<file path="config.mk">
export PLATFORM = sky130hd
export DESIGN_NAME = zeht_cell
export DESIGN_NICKNAME = d
export VERILOG_FILES = /design/src/assert_macros.svh /design/src/zeht_pkg.sv /design/src/zeht_cell.sv
export SDC_FILE = /design/constraint.sdc
export NUM_CORES = 2
export LEC_CHECK = 0
export BUFFER_PORTS_ARGS = -buffer_cell sky130_fd_sc_hd__buf_2
export CORE_ASPECT_RATIO = 1.75
export CORE_MARGIN = 4
export CORE_UTILIZATION = 30
export CTS_CLUSTER_DIAMETER = 50
export DETAILED_ROUTE_END_ITERATION = 12
export PLACE_DENSITY_LB_ADDON = 0.1
export SETUP_SLACK_MARGIN = 0.1
export SYNTH_ARGS = -nofsm -noshare
export SYNTH_HDL_FRONTEND = slang
export SYNTH_SLANG_ARGS = --single-unit
</file>
<file path="constraint.sdc">
create_clock -name clk_i -period 1 [get_ports clk_i]
set_clock_uncertainty 0.15 [all_clocks]
set_input_delay 0.1 -clock clk_i [delete_from_list [all_inputs] [get_ports clk_i]]
set_output_delay 0.1 -clock clk_i [all_outputs]
set_load 0.01 [all_outputs]
</file>
<file path="src/assert_macros.svh">
// ----------------------------------------------------------------------------
// assertion macros
// shared concurrent assertion wrappers for the rtl
// ----------------------------------------------------------------------------
`ifndef ASSERT_MACROS_SVH
`define ASSERT_MACROS_SVH

`ifndef ASSERT_OFF
`define ZEHT_ASSERT(lbl, clk, rst_n, prop) \
  lbl: assert property (@(posedge clk) disable iff (!rst_n) prop) \
    else $error("assertion failed");
`define ZEHT_ASSERT_CLK(lbl, prop) `ZEHT_ASSERT(lbl, clk_i, rst_ni, prop)
`else
`define ZEHT_ASSERT(lbl, clk, rst_n, prop)
`define ZEHT_ASSERT_CLK(lbl, prop)
`endif

`endif

</file>
<file path="src/zeht_pkg.sv">
// ----------------------------------------------------------------------------
// zeht package
// constants, types and arctangent table for the euler to transform block
// ----------------------------------------------------------------------------
package zeht_pkg;

  localparam int CORDIC_STAGES = 16;
  localparam int ATAN_ENTRIES  = 24;
  localparam int NUM_CELLS     = (CORDIC_STAGES < ATAN_ENTRIES) ? CORDIC_STAGES
                                                                 : ATAN_ENTRIES;
  localparam int AW    = 34;
  localparam int SH_W  = 5;
  localparam int POS_W = 32;
  localparam int IN_W  = 144;
  localparam int OUT_W = 240;

  localparam logic signed [AW-1:0] ANG_PI      = 34'sd3373259426;
  localparam logic signed [AW-1:0] ANG_HALF_PI = 34'sd1686629713;
  localparam logic signed [AW-1:0] CORDIC_GAIN = 34'sd652032874;

  typedef struct packed {
    logic signed [AW-1:0] x;
    logic signed [AW-1:0] y;
    logic signed [AW-1:0] z;
  } zeht_rot_t;

  typedef struct packed {
    zeht_rot_t [2:0]      rot;
    logic [2:0]           neg;
    logic [3*POS_W-1:0]   pos;
  } zeht_cell_t;

  function automatic logic signed [AW-1:0] atan_q30(input logic [SH_W-1:0] idx);
    logic signed [AW-1:0] r;
    case (idx)
      5'd0:    r = 34'sd843314856;
      5'd1:    r = 34'sd497837829;
      5'd2:    r = 34'sd263043836;
      5'd3:    r = 34'sd133525158;
      5'd4:    r = 34'sd67021686;
      5'd5:    r = 34'sd33543515;
      5'd6:    r = 34'sd16775850;
      5'd7:    r = 34'sd8388437;
      5'd8:    r = 34'sd4194282;
      5'd9:    r = 34'sd2097149;
      5'd10:   r = 34'sd1048575;
      5'd11:   r = 34'sd524287;
      5'd12:   r = 34'sd262143;
      5'd13:   r = 34'sd131071;
      5'd14:   r = 34'sd65535;
      5'd15:   r = 34'sd32767;
      5'd16:   r = 34'sd16383;
      5'd17:   r = 34'sd8191;
      5'd18:   r = 34'sd4095;
      5'd19:   r = 34'sd2047;
      5'd20:   r = 34'sd1023;
      5'd21:   r = 34'sd511;
      5'd22:   r = 34'sd255;
      5'd23:   r = 34'sd127;
      default: r = '0;
    endcase
    return r;
  endfunction

endpackage

</file>
<file path="src/zeht_cell.sv">
// ----------------------------------------------------------------------------
// zeht cordic cell
// one rotation-mode cordic micro-rotation for all three angles
// ----------------------------------------------------------------------------
module zeht_cell (
  input  logic                                clk_i,
  input  logic                                rst_ni,
  input  logic                                en_i,
  input  logic                                vld_i,
  input  logic [zeht_pkg::SH_W-1:0]           shift_i,
  input  logic signed [zeht_pkg::AW-1:0]      atan_i,
  input  zeht_pkg::zeht_cell_t                data_i,
  output logic                                vld_o,
  output zeht_pkg::zeht_cell_t                data_o
);
  import zeht_pkg::*;

  zeht_cell_t           data_d, data_q;
  logic                 vld_q;
  logic signed [AW-1:0] sx [3];
  logic signed [AW-1:0] sy [3];

  always_comb begin
    data_d = data_i;
    for (int l = 0; l < 3; l++) begin
      sx[l] = data_i.rot[l].x >>> shift_i;
      sy[l] = data_i.rot[l].y >>> shift_i;
      if (!data_i.rot[l].z[AW-1]) begin
        data_d.rot[l].x = data_i.rot[l].x - sy[l];
        data_d.rot[l].y = data_i.rot[l].y + sx[l];
        data_d.rot[l].z = data_i.rot[l].z - atan_i;
      end else begin
        data_d.rot[l].x = data_i.rot[l].x + sy[l];
        data_d.rot[l].y = data_i.rot[l].y - sx[l];
        data_d.rot[l].z = data_i.rot[l].z + atan_i;
      end
    end
  end

  always_ff @(posedge clk_i or negedge rst_ni) begin
    if (!rst_ni) begin
      vld_q <= 1'b0;
    end else if (en_i) begin
      vld_q <= vld_i;
    end
  end

  always_ff @(posedge clk_i) begin
    if (en_i) begin
      data_q <= data_d;
    end
  end

  assign vld_o  = vld_q;
  assign data_o = data_q;

endmodule

</file>
==> results.txt <==
The run finished, with violations left. The checks that failed: hold timing, setup timing. The worst setup path is of the in -> reg kind. The routing usage on met1 was 31.2%; the number of instances on the worst hold path was 2. The detail route stage leaves a number of antenna-violating nets equal to 0. The worst hold path terminates at data_o[100].

In the global route stage, met2 resource usage came out at 60.4%. The logs give 0 for the reported max-cap violation count and 1114 for the final count of negative-setup-slack endpoints. The post-route setup TNS is -1162.37 ns, and the depth of the worst register-to-register path is 1. After synthesis, the largest family of logic cells by area is compound AO/OA/AOI/OAI gates.

The CTS buffer count is 49, and the initial antenna violation count is 47. The slack of the critical path was -3.97 ns. The routed layout has 55000 vias. Slowest library cell on the worst path: sky130_fd_sc_hd__or4b_4. Static timing analysis puts the maximum clock frequency at 201 MHz. For this run, the number of Yosys warnings is 0. The global router's overall resource usage is 31.8%, and the area share of fa/ha/maj cells after synthesis is 8.48%. TritonCTS built the clock tree.

The run gives 0 as the number of max-slew violations in the final report. For this run, the number of standard cells in the final layout without fillers is 10300. The tools report the beginning of the worst hold path as data_i[100]. At the end of the flow, the number of nets in the layout was 8937.

Buffers inserted to repair hold after CTS numbered 106. The worst slack on hold paths was -0.322 ns; the maximum number of buffers from clock root to sink was 3. After synthesis the netlist holds a flip-flop and latch count of 406. Walking the worst path, the cells encountered are buf_16 > buf_12 > buf_12 > buf_16 > mux4_2 > mux2_4 > a221oi_4 > mux2i_2 > or4b_4 > or4_4 > nor2b_4 > a31oi_1 > xnor2_1 > ha_1 > o21a_1 > o211ai_1 > a21oi_2 > a211o_1 > o21ai_2 > a21oi_2 > a22o_1 > o41ai_2 > xnor2_1. The number of placed instances, taps included, is 9799. Summing the areas of all xor and xnor instances in the mapped netlist gives 10.1% of the synthesized area. The maximum fanout encountered on the critical timing path came out at 7.

The worst register-to-register path ends at vld_o. For this design the ratio of total power to cell area is 1420 nW/um^2. The critical path contains buffers and inverters numbering 4 combined.

IR analysis of the VDD net gives a maximum drop of 1380 uV. The remaining global-route overflow was 0. For the register-to-register setup slack, the log shows 0.09 ns. Setup repair after global routing could not meet its margin everywhere.

Sorting the synthesized cells by area gives the leading types as sky130_fd_sc_hd__edfxtp_1 26%, sky130_fd_sc_hd__mux4_2 12%, sky130_fd_sc_hd__ha_1 8.1%, sky130_fd_sc_hd__xnor2_1 5.6%, sky130_fd_sc_hd__xor2_1 4.5%. The detailed-routing iteration count for the pre-antenna-repair pass is 6, and the placed cell area is 71900 um^2. The core region is 155000 um^2.

At the end of routability-driven placement, the weighted congestion stood at 0.995. In the routed layout, each cell is associated on average with a via count of 5.36. The tools report the number of nets in the synthesized netlist as 5658.

The design area is 81000 um^2, and the number of enable flip-flop cells after synthesis is 405. The share of synthesized area spent on multiplexers is 18.2%. Detailed placement finished with a half-perimeter wire length of 229000 um.

Grouping stages by cell kind, the critical path spends the most delay in compound AO/OA/AOI/OAI gates. The worst hold path belongs to the class in -> reg. The worst relative slew slack is 32.1%.

In this run the clock root is driven by a sky130_fd_sc_hd__clkbuf_16. The average cell area after synthesis came out at 9.60 um^2. The tools report the arrival time reported for the critical path endpoint as 5.25 ns. The smallest clock period supported by the final layout is computed as 4.97 ns. Clock latency on the worst-skew pair, taken at its later pin, is 0.68 ns. For this run, design rule violations remaining after detail routing come to 0.

Cells with a size suffix above 1 make up 55.9% of the layout. The count of endpoints failing hold in the final timing report is 137, and the period utilization is 497%. Summing the areas of all compound-gate instances in the mapped netlist gives 19.3% of the synthesized area. met2 is the most crowded layer.

At the worst endpoint, the required time is 1.28 ns. Leaving out fill and tap cells, the most frequent cells in the layout are 2327 x sky130_fd_sc_hd__buf_4, 839 x sky130_fd_sc_hd__buf_2, 405 x sky130_fd_sc_hd__edfxtp_1, 375 x sky130_fd_sc_hd__nor2_1, 319 x sky130_fd_sc_hd__nand2_1. The design draws 115 mW. The area growth from synthesis to layout is 72.4%. Of all flip-flops after synthesis, the portion carrying an async set or reset was 0.246%. Row generation in the floorplan step produced 191 rows. In this run the static leakage power is 36.5 nW. The first global-routing pass estimated 383000 um of wire.

The minimum setup slack after placement is -5.20 ns. For the clock sink count, the log shows 406. sky130_fd_sc_hd__edfxtp_1 takes more of the synthesized area than any other cell.

Of the synthesized area, sequential elements account for 25.9%. The summed instance area of the synthesized netlist came out at 47000 um^2. Once the floorplan was initialized, standard cells occupied 30.2% of the core. For this run, the slowest stage of the critical path takes 0.53 ns. The tools report the element type at the critical path start as a primary input.

The mean routed wirelength per cell was 26.6 um. Leading cell type in the layout, fill and taps excluded: sky130_fd_sc_hd__buf_4. The aggregate routed wire length is 273000 um. Entering global routing, the biggest net connects 36 pins.

Measured along the y axis, the die boundary spans 532 um. After Yosys synthesis, and, or, nand and nor cells account for 13.9% of the synthesized area. The level count of the clock H-tree came out at 2. The run gives 57500 as the number of global-route vias before repair. The met3 routing resource usage after global routing is 5.32%. Pin placement for this block handled 854 I/O pins. For the final standard cell utilization of the core, the log shows 52.2%. After clock tree synthesis, the clock-pin slew on the worst setup and hold paths is 0.07 ns. For the area of the die, the log shows 163000 um^2. For this run, the leading register cell type out of synthesis is sky130_fd_sc_hd__edfxtp_1. The logs give 107 for the count of unique library cells instantiated by Yosys and 4897 for the cell count after synthesis.

Summed over its instances, the top area cell type makes up 25.9% of the synthesized netlist area. The tools report the critical path capture point type as a flop. In this run the tool buffered the top-level ports with 853 buffer cells. The measured slew at the worst slew-check pin came out at 1.02 ns. Measured along the x axis, the die boundary spans 307 um. For the number of DRC markers in iteration 0, the log shows 3337. The worst register-to-register path begins at vld_o.
## logic make-up after synthesis
family,Yosys count
AOI/OAI and AO/OA,1375
xor gates and xnor gates,544
adders and majority gates,313
buffers and inverters,396
DFF,406
muxes,520
and+or+nand+nor,1343
## layout make-up
class	instances	area, um^2
Antenna cell	15	37.5
Clock buffer	51	1230
Clock inverter	38	548
Fill cell	14700	74300
Inverter	131	499
Multi-Input combinational cell	4095	37700
Sequential cell	406	12200
Tap cell	2026	2530
Timing Repair Buffer	3493	26200
## registers in the layout (all words and copies together), names as in the netlist
signal and count:
data_o 405, vld_o 1
## what timing repair did
action                                 CTS  global route
buffers inserted                       119           136
setup endpoints to repair              709          1117
gates resized for setup                328           496
endpoints found under the hold margin  629           184
cloned                                   9             3
pin swaps                              125           362
## synthesized netlist by cell type, drive strengths merged (15+ instances only)
library cell / n
and2: 62
a21o: 126
mux2: 101
o221ai: 18
ha: 304
a21oi: 386
nor2: 439
o31ai: 19
buf: 151
clkbuf: 114
o21bai: 40
nor3: 97
a31oi: 90
edfxtp: 405
o21a: 61
nand4: 23
or3: 22
o211ai: 40
a21boi: 15
xor2: 244
nand2: 346
mux2i: 161
nor2b: 55
a221oi: 23
a211o: 15
mux4: 258
xnor2: 300
nand3: 76
a221o: 15
o21ai: 230
o22ai: 32
nand2b: 74
a211oi: 69
a22oi: 28
or2: 21
and3: 45
nor3b: 19
nor4: 17
inv: 129
## metal layers
layer / up-vias / share of wire, %
met1: 26900 / 34
met5: - / 0.12
met4: 48 / 8.4
met2: 1971 / 52
met3: 719 / 5.4
li1: 25300 / -
## how the worst max path moves through the flow
stage	startpoint	end	slack, ns	depth (start not counted)
2_1_floorplan	shift_i[1]	data_o[200]	-4.81	30
3_3_place_gp	shift_i[0]	data_o[302]	-5.10	23
3_5_place_dp	shift_i[0]	data_o[302]	-5.20	23
4_1_cts	shift_i[1]	data_o[369]	-3.85	23
5_1_grt	shift_i[1]	data_o[166]	-4.11	27
6_report	shift_i[1]	data_o[166]	-3.97	23
## where the power goes
part	switching, mW	internal, mW
Combinational	34.7	34.6
Clock	8.52	11.6
Sequential	1.31	24.1
Total	44.5	70.3
Note: power is estimated with default switching activity, not from simulation.
